===== src/rtl/gacc_pkg.sv =====
`timescale 1ns / 1ps
`default_nettype none
// ----------------------------------------------------------------------------
// gacc_pkg
// Shared types and codes for the gated audio capture controller.
// ----------------------------------------------------------------------------
package gacc_pkg;

  // word kinds on the input channel
  localparam logic [1:0] OP_SAMPLE  = 2'd0;
  localparam logic [1:0] OP_ECHO    = 2'd1;
  localparam logic [1:0] OP_TIMEOUT = 2'd2;
  localparam logic [1:0] OP_COMMAND = 2'd3;

  // host command codes
  localparam logic [7:0] CMD_TIMED    = 8'd0;
  localparam logic [7:0] CMD_DISTANCE = 8'd1;
  localparam logic [7:0] CMD_STOP     = 8'd2;

  // configuration register indexes
  localparam logic [1:0] REG_OUTLIER  = 2'd0;
  localparam logic [1:0] REG_SILENCE  = 2'd1;
  localparam logic [1:0] REG_DEBOUNCE = 2'd2;

  // reset values of the configuration registers
  localparam logic [11:0] OUTLIER_RST  = 12'd4025;
  localparam logic [11:0] SILENCE_RST  = 12'd1985;
  localparam logic [2:0]  DEBOUNCE_RST = 3'd3;

  // mode codes as shown on the result channel
  localparam logic [2:0] MCODE_IDLE  = 3'd0;
  localparam logic [2:0] MCODE_TIMED = 3'd1;
  localparam logic [2:0] MCODE_NEAR  = 3'd2;
  localparam logic [2:0] MCODE_FAR   = 3'd3;
  localparam logic [2:0] MCODE_WAIT  = 3'd4;

  // block_done codes
  localparam logic [1:0] DONE_NONE  = 2'd0;
  localparam logic [1:0] DONE_FIRST = 2'd1;
  localparam logic [1:0] DONE_SECOND = 2'd2;

  // near test: cm * 20000 >= width * 343
  localparam int NEAR_SCALE = 20000;
  localparam int ECHO_SCALE = 343;
  localparam int LHS_W      = 23;  // 8b cm * 15b scale
  localparam int RHS_W      = 25;  // 16b width * 9b scale

  typedef enum logic [4:0] {
    RUN_IDLE  = 5'b00001,
    RUN_TIMED = 5'b00010,
    RUN_NEAR  = 5'b00100,
    RUN_FAR   = 5'b01000,
    RUN_WAIT  = 5'b10000
  } mode_t;

  function automatic logic [2:0] mode_code(input mode_t m);
    logic [2:0] c;
    case (m)
      RUN_IDLE:  c = MCODE_IDLE;
      RUN_TIMED: c = MCODE_TIMED;
      RUN_NEAR:  c = MCODE_NEAR;
      RUN_FAR:   c = MCODE_FAR;
      RUN_WAIT:  c = MCODE_WAIT;
      default:   c = MCODE_IDLE;
    endcase
    return c;
  endfunction

endpackage
`default_nettype wire


===== src/rtl/gated_audio_capture_controller_top.sv =====
`timescale 1ns / 1ps
`default_nettype none
// ----------------------------------------------------------------------------
// gated_audio_capture_controller_top
// Sample filter, ping-pong slot writer and echo-driven mode control.
// ----------------------------------------------------------------------------
// Takes one word per clock unless in_stall is high and returns exactly one
// result word per word taken (input register, then result register), for any
// mix of samples, echoes, timeouts and commands. The limit is the single
// state-update pass between those two registers: all running state (mode,
// slot, averager, debounce, block count) is read and rewritten in the same
// cycle the result is formed. in_stall rises only while a result sits in the
// output register and out_stall holds it. Configuration writes take effect
// on the next edge and belong in idle periods only.
module gated_audio_capture_controller_top #(
  parameter int HALF_DEPTH  = 1024,   // slots per ping-pong half, 16..1024
  parameter int SAMPLE_RATE = 44100   // samples per second, 8000..192000
) (
  input  wire logic        clk,
  input  wire logic        rst_n,
  // input channel
  input  wire logic        in_valid,
  output logic             in_stall,
  input  wire logic [1:0]  in_operation,
  input  wire logic [15:0] in_sample_raw,
  input  wire logic [15:0] in_echo_width,
  input  wire logic [7:0]  in_command_code,
  input  wire logic [7:0]  in_command_argument,
  // result channel
  output logic             out_valid,
  input  wire logic        out_stall,
  output logic             out_write_valid,
  output logic [10:0]      out_write_slot,
  output logic [11:0]      out_write_value,
  output logic [1:0]       out_block_done,
  output logic [2:0]       out_mode_now,
  output logic             out_indicator_led,
  // configuration
  input  wire logic        cfg_we,
  input  wire logic [1:0]  cfg_index,
  input  wire logic [11:0] cfg_data
);
  import gacc_pkg::*;

  localparam int SLOT_W = $clog2(2 * HALF_DEPTH);
  localparam logic [SLOT_W-1:0] SLOT_MID  = SLOT_W'(HALF_DEPTH - 1);
  localparam logic [SLOT_W-1:0] SLOT_LAST = SLOT_W'(2 * HALF_DEPTH - 1);
  // have = blocks * HALF_DEPTH, want = seconds * SAMPLE_RATE
  localparam int HAVE_W = 16 + $clog2(HALF_DEPTH + 1);
  localparam int WANT_W = 8 + $clog2(SAMPLE_RATE + 1);
  localparam int CMP_W  = (HAVE_W > WANT_W) ? HAVE_W : WANT_W;

  // ---------------- configuration ----------------
  logic [11:0] outlier_r, silence_r;
  logic [2:0]  debounce_r;

  always_ff @(posedge clk) begin
    if (!rst_n) begin
      outlier_r  <= OUTLIER_RST;
      silence_r  <= SILENCE_RST;
      debounce_r <= DEBOUNCE_RST;
    end else if (cfg_we) begin
      case (cfg_index)
        REG_OUTLIER:  outlier_r  <= cfg_data;
        REG_SILENCE:  silence_r  <= cfg_data;
        REG_DEBOUNCE: debounce_r <= cfg_data[2:0];
        default: ;
      endcase
    end
  end

  // ---------------- handshake ----------------
  // Input register frees up whenever the result register can take its word.
  logic s1_valid_r, out_valid_r;
  logic out_free, step_en, in_acc;

  assign out_free = !out_valid_r || !out_stall;
  assign step_en  = s1_valid_r && out_free;
  assign in_stall = s1_valid_r && !out_free;
  assign in_acc   = in_valid && !in_stall;

  logic [1:0]  s1_op_r;
  logic [15:0] s1_raw_r, s1_width_r;
  logic [7:0]  s1_code_r, s1_arg_r;

  always_ff @(posedge clk) begin
    if (!rst_n) begin
      s1_valid_r <= 1'b0;
    end else if (in_acc) begin
      s1_valid_r <= 1'b1;
    end else if (step_en) begin
      s1_valid_r <= 1'b0;
    end
  end

  always_ff @(posedge clk) begin
    if (in_acc) begin
      s1_op_r    <= in_operation;
      s1_raw_r   <= in_sample_raw;
      s1_width_r <= in_echo_width;
      s1_code_r  <= in_command_code;
      s1_arg_r   <= in_command_argument;
    end
  end

  // ---------------- running state ----------------
  mode_t             mode_r, mode_nxt;
  logic [SLOT_W-1:0] slot_r, slot_nxt;
  logic [11:0]       tap0_r, tap0_nxt, tap1_r, tap1_nxt;
  logic [12:0]       sum_r, sum_nxt;
  logic              ptr_r, ptr_nxt;
  logic [11:0]       last_good_r, last_good_nxt;
  logic [2:0]        dcnt_r, dcnt_nxt;
  logic [15:0]       blocks_r, blocks_nxt;
  logic [HAVE_W-1:0] have_r, have_nxt;   // blocks_r * HALF_DEPTH, kept running
  logic [WANT_W-1:0] want_r, want_nxt;   // duration in samples
  logic [LHS_W-1:0]  lhs_r, lhs_nxt;     // distance limit * NEAR_SCALE
  logic              lamp_r, lamp_nxt;

  // step scratch
  logic              wr_en;
  logic [11:0]       wr_val;
  logic [1:0]        done;
  logic [11:0]       smp;
  logic [11:0]       old_tap;
  logic [RHS_W-1:0]  rhs;
  logic              echo_near;
  logic              choose_en;
  mode_t             target;
  logic [2:0]        dcnt_inc;
  logic              distance;

  assign rhs       = RHS_W'(s1_width_r) * RHS_W'(ECHO_SCALE);
  assign echo_near = RHS_W'(lhs_r) >= rhs;
  assign distance  = mode_r inside {RUN_NEAR, RUN_FAR, RUN_WAIT};
  assign smp       = s1_raw_r[11:0];
  assign old_tap   = ptr_r ? tap1_r : tap0_r;
  assign dcnt_inc  = dcnt_r + 3'd1;

  always_comb begin
    mode_nxt      = mode_r;
    slot_nxt      = slot_r;
    tap0_nxt      = tap0_r;
    tap1_nxt      = tap1_r;
    sum_nxt       = sum_r;
    ptr_nxt       = ptr_r;
    last_good_nxt = last_good_r;
    dcnt_nxt      = dcnt_r;
    blocks_nxt    = blocks_r;
    have_nxt      = have_r;
    want_nxt      = want_r;
    lhs_nxt       = lhs_r;
    lamp_nxt      = lamp_r;
    wr_en         = 1'b0;
    wr_val        = 12'd0;
    done          = DONE_NONE;
    choose_en     = 1'b0;
    target        = RUN_FAR;

    case (s1_op_r)
      OP_SAMPLE: begin
        if (mode_r inside {RUN_IDLE, RUN_TIMED, RUN_NEAR}) begin
          wr_en = 1'b1;
          if (s1_raw_r > {4'd0, outlier_r}) begin
            // spike: repeat last good value
            wr_val = last_good_r;
          end else begin
            sum_nxt = sum_r - {1'b0, old_tap} + {1'b0, smp};
            if (ptr_r) tap1_nxt = smp;
            else       tap0_nxt = smp;
            ptr_nxt       = ~ptr_r;
            wr_val        = sum_nxt[12:1];
            last_good_nxt = sum_nxt[12:1];
          end
        end else if (mode_r == RUN_FAR) begin
          wr_en  = 1'b1;
          wr_val = silence_r;
        end
        if (wr_en) begin
          if (slot_r == SLOT_MID)       done = DONE_FIRST;
          else if (slot_r == SLOT_LAST) done = DONE_SECOND;
          slot_nxt = (slot_r == SLOT_LAST) ? '0 : slot_r + SLOT_W'(1);
          if (done != DONE_NONE && mode_r != RUN_IDLE && blocks_r != 16'hFFFF) begin
            blocks_nxt = blocks_r + 16'd1;
            have_nxt   = have_r + HAVE_W'(HALF_DEPTH);
          end
        end
      end
      OP_ECHO: begin
        choose_en = distance;
        target    = echo_near ? RUN_NEAR : RUN_FAR;
      end
      OP_TIMEOUT: begin
        choose_en = distance;
        target    = RUN_FAR;
      end
      OP_COMMAND: begin
        // every command restarts the buffer and presets the averager
        blocks_nxt = 16'd0;
        have_nxt   = '0;
        slot_nxt   = '0;
        tap0_nxt   = silence_r;
        tap1_nxt   = silence_r;
        sum_nxt    = {silence_r, 1'b0};
        ptr_nxt    = 1'b0;
        case (s1_code_r)
          CMD_TIMED: begin
            want_nxt = WANT_W'(s1_arg_r) * WANT_W'(SAMPLE_RATE);
            mode_nxt = RUN_TIMED;
            lamp_nxt = 1'b1;
          end
          CMD_DISTANCE: begin
            lhs_nxt  = LHS_W'(s1_arg_r) * LHS_W'(NEAR_SCALE);
            mode_nxt = RUN_WAIT;
          end
          CMD_STOP: begin
            mode_nxt = RUN_IDLE;
            lamp_nxt = 1'b0;
          end
          default: ;
        endcase
      end
      default: ;
    endcase

    // debounced mode change; first reading after a trigger switches at once
    if (choose_en) begin
      if (target == mode_r) begin
        dcnt_nxt = 3'd0;
      end else if (dcnt_inc >= debounce_r || mode_r == RUN_WAIT) begin
        mode_nxt = target;
        lamp_nxt = (target == RUN_NEAR);
        dcnt_nxt = 3'd0;
      end else begin
        dcnt_nxt = dcnt_inc;
      end
    end

    // timed recording ends once enough samples are banked
    if (mode_nxt == RUN_TIMED && CMP_W'(have_nxt) >= CMP_W'(want_nxt)) begin
      mode_nxt = RUN_IDLE;
      lamp_nxt = 1'b0;
    end
  end

  always_ff @(posedge clk) begin
    if (!rst_n) begin
      mode_r      <= RUN_IDLE;
      slot_r      <= '0;
      tap0_r      <= SILENCE_RST;
      tap1_r      <= SILENCE_RST;
      sum_r       <= {SILENCE_RST, 1'b0};
      ptr_r       <= 1'b0;
      last_good_r <= SILENCE_RST;
      dcnt_r      <= 3'd0;
      blocks_r    <= 16'd0;
      have_r      <= '0;
      want_r      <= '0;
      lhs_r       <= '0;
      lamp_r      <= 1'b0;
    end else if (step_en) begin
      mode_r      <= mode_nxt;
      slot_r      <= slot_nxt;
      tap0_r      <= tap0_nxt;
      tap1_r      <= tap1_nxt;
      sum_r       <= sum_nxt;
      ptr_r       <= ptr_nxt;
      last_good_r <= last_good_nxt;
      dcnt_r      <= dcnt_nxt;
      blocks_r    <= blocks_nxt;
      have_r      <= have_nxt;
      want_r      <= want_nxt;
      lhs_r       <= lhs_nxt;
      lamp_r      <= lamp_nxt;
    end
  end

  // ---------------- result register ----------------
  logic        res_wv_r;
  logic [10:0] res_slot_r;
  logic [11:0] res_val_r;
  logic [1:0]  res_done_r;
  logic [2:0]  res_mode_r;
  logic        res_led_r;

  always_ff @(posedge clk) begin
    if (!rst_n) begin
      out_valid_r <= 1'b0;
    end else if (step_en) begin
      out_valid_r <= 1'b1;
    end else if (!out_stall) begin
      out_valid_r <= 1'b0;
    end
  end

  always_ff @(posedge clk) begin
    if (step_en) begin
      res_wv_r   <= wr_en;
      res_slot_r <= wr_en ? 11'(slot_r) : 11'd0;
      res_val_r  <= wr_val;
      res_done_r <= done;
      res_mode_r <= mode_code(mode_nxt);
      res_led_r  <= lamp_nxt;
    end
  end

  assign out_valid         = out_valid_r;
  assign out_write_valid   = res_wv_r;
  assign out_write_slot    = res_slot_r;
  assign out_write_value   = res_val_r;
  assign out_block_done    = res_done_r;
  assign out_mode_now      = res_mode_r;
  assign out_indicator_led = res_led_r;

endmodule
`default_nettype wire


===== config.mk =====
export PLATFORM = sky130hd
export DESIGN_NAME = gated_audio_capture_controller_top
export DESIGN_NICKNAME = d
export VERILOG_FILES = /design/src/rtl/gacc_pkg.sv /design/src/rtl/gated_audio_capture_controller_top.sv
export SDC_FILE = /design/constraint.sdc
export NUM_CORES = 1
export LEC_CHECK = 0
export ABC_AREA = 1
export BUFFER_PORTS_ARGS = -buffer_cell sky130_fd_sc_hd__buf_4
export CELL_PAD_IN_SITES_DETAIL_PLACEMENT = 1
export CELL_PAD_IN_SITES_GLOBAL_PLACEMENT = 1
export CORE_MARGIN = 2
export CORE_UTILIZATION = 46
export CTS_BUF_LIST = sky130_fd_sc_hd__clkbuf_4 sky130_fd_sc_hd__clkbuf_8
export CTS_CLUSTER_DIAMETER = 120
export DETAILED_ROUTE_END_ITERATION = 12
export PLACE_DENSITY = 0.91
export SETUP_SLACK_MARGIN = 0.5
export SYNTH_ARGS = -nofsm -noshare
export SYNTH_HDL_FRONTEND = slang
export SYNTH_SLANG_ARGS = --single-unit

===== constraint.sdc =====
create_clock -name clk -period 9.65 [get_ports clk]
set_input_delay 0.4825 -clock clk [delete_from_list [all_inputs] [get_ports clk]]
set_output_delay 0.4825 -clock clk [all_outputs]
set_load 0.02 [all_outputs]

==> results.yml <==
timing:
  hold_violations: 0
  finalSetupViolCount: 0
  slew_viol_final: 0
  fmax_ghz: 0.151
  tns_ps: 0
  slew_headroom_pct: 25.9
  fin_crit_sh_pct: 68.4
  fin_skew_ps: 68.7
  min_period_ps: 6600
  rsz0062_at_grt: "no"
  worstMarginPinSlew_ps: 1110
  holdWs_ps: 26.1
  setup_ws_ps: 3050
final_layout:
  antennaDiodeCount: 0
  finish.utilization_pct: 52.9
  stdcell_count: 3027
  drive_gt1_share_pct: 10.3
  design_area_um2: 21500
  areaGrowthSynthToFinish_pct: 14.1
  fin_nets: 2848
drt:
  drt-wirelength-per-cell_um: 19.6
  drtIter0Drc: 920
  dr.pass1.iters: 7
  ant_nets: 0
  num_vias: 16676
  routed_via_density: 5.51
  routed_wl_um: 59200
  drc: 0
yosys:
  ys_ff_latch: 264
  synth_area_per_cell_um2: 8.11
  synth_area_leader_cell: "dfxtp_1"
  async_flop_share_pct: 0
  synth_warnings: 0
  synth_area_um2: 18800
  synth_cell_types: 55
  synth_nets: 2713
  synth_top_area_share_pct: 19.5
  ys_top_cells_by_area: "dfxtp_1, ha_1, edfxtp_1, fa_1, inv_1"
  synth_edf_count: 80
  synth_cells: 2324
  synth_flop_cell: "dfxtp_1"
  yosysMostFrequentCell: "inv_1"
  yosysSeqAreaShare_pct: 32.3
  synth_top_cells_by_count: "inv_1, nand2_1, ha_1"
global_route:
  grt_pass1_vias: 18583
  groute.usage.overall_pct: 28.2
  grt_start_max_net_pins: 98
  antenna_found_initial: 0
  grt_first_pass_wirelength_um: 95000
  overflow: 0
place:
  dp.cells: 2912
  gp_congestion: 0.877
  dp_hpwl_um: 42900
  dp_worst_setup_slack_ps: 3300
  postPlaceCellArea_um2: 20100
  port_buffers: 100
floorplanning:
  dieArea_um2: 42600
  ioPinCount: 101
  die_height_um: 206
  num_rows: 74
  start_util_pct: 46.4
  fp.coreArea_um2: 40600
  die_w_um: 206
setup_path:
  crit_required_ps: 10030
  crit_arrival_ps: 6990
  cp-end-kind: "flip-flop"
  setup.worst_path.start_class: "flip-flop"
  path_max_fanout: 9
  crit_top_cell: "inv_1"
  crit_slowest_cell: "edfxtp_1"
  path_class: "reg -> reg"
  max_stage_delay_ps: 580
pwr:
  power_mw: 4.42
  ir_drop_mv: 0.144
  p_per_area_nw_per_um2: 205
  p_leak_nw: 10.5
min_path:
  hold_class: "in -> reg"
clock_network:
  cts_tree: "done"
  insertion_delay_ps: 680
  cts_sinks: 264
  post_cts_buffers: 0
  clk_pin_slew_ps: 70
  postCtsHoldBufs: 27
  cts_buffers: 49
  cts-resized-gates: 0
  cts-root-buf: "clkbuf_8"
  ctsHtreeMaxLevel: 2
  clock_path_buffers: 3
job:
  cap_violations: 0
outcome:
  status: "completed"
[routing by layer]
layer	vias to the layer above	global-route usage (%)	share of wire, %
li1	7863	-	-
met1	8246	32.1	41
met2	402	51.6	51
met3	165	4.49	4.4
met4	0	12.6	4.4
met5	-	0	0
[cell usage in the layout, fill, tap and decap left out, types with 4 or more instances in the layout]
master / instances
nand2_1: 371
buf_4: 111
nand2_2: 11
nand3_2: 6
or2_2: 4
xnor2_1: 17
dfxtp_1: 184
xor2_1: 35
nand3_1: 93
clkbuf_4: 14
a21oi_1: 208
inv_1: 444
nor3_1: 29
o21ai_0: 165
fa_1: 88
edfxtp_1: 80
dlygate4sd3_1: 28
o22ai_1: 10
a31oi_1: 10
clkinv_2: 8
o21a_1: 4
nor2_1: 130
clkbuf_8: 59
nor2_4: 6
nor3b_1: 6
o21bai_1: 6
a211oi_1: 5
inv_2: 10
ha_1: 232
mux2i_1: 8
o21ai_1: 10
nor2_2: 11
o211ai_1: 29
a21o_1: 4
nand4_1: 23
[state kept, by name, summed over array words and instances (netlist names), 5 cells and up]
signal / count
blocks_r: 16
out_write_value: 12
want_r: 24
have_r: 27
tap0_r: 12
mode_r: 5
s1_width_r: 16
tap1_r: 12
s1_code_r: 8
silence_r: 12
slot_r: 11
s1_arg_r: 8
s1_raw_r: 16
last_good_r: 12
lhs_r: 18
out_write_slot: 11
sum_r: 13
outlier_r: 12
[critical path, delay by kind of cell (launching register included)]
kind,cells,cell delay [ps]
AND/OR/NAND/NOR,20,1780
buffers and inverters,8,560
adder cells (fa/ha/maj),6,2650
AO/OA/AOI/OAI,3,560
XOR/XNOR,1,170
flip-flops,1,580
[cell type report]
class,count,area [µm²]
Fill cell,4933,19200
Multi-Input combinational cell,1548,10800
Sequential cell,264,6090
Inverter,457,1720
Timing Repair Buffer,139,1110
Clock buffer,73,917
Tap cell,532,666
Clock inverter,14,159
[power breakdown]
part	switching (mW)	internal, mW	total (mW)
sequential	0.0458	1.19	1.24
clock	0.533	0.690	1.22
combinational	1.24	0.709	1.95
[logic make-up after synthesis]
family / after synthesis / synth area share (%)
AO/OA/AOI/OAI: 466 / 13.5
XOR/XNOR: 52 / 2.42
adder cells (fa/ha/maj): 320 / 24.7
buffers and inverters: 512 / 10.3
flip-flops: 264 / 32.3
multiplexers: 8 / 0.425
AND/OR/NAND/NOR: 702 / 16.4
[final timing paths]
check	startpoint	to	slack, ps	depth (start not counted)
setup / recovery	s1_width_r[13]	out_indicator_led	3050	38
hold / removal	cfg_data[8]	outlier_r[8]	30	3
setup reg to reg	s1_width_r[13]	out_indicator_led	3050	38
hold reg to reg	tap0_r[1]	tap0_r[1]	460	2
(Power assumes the default switching activity.)
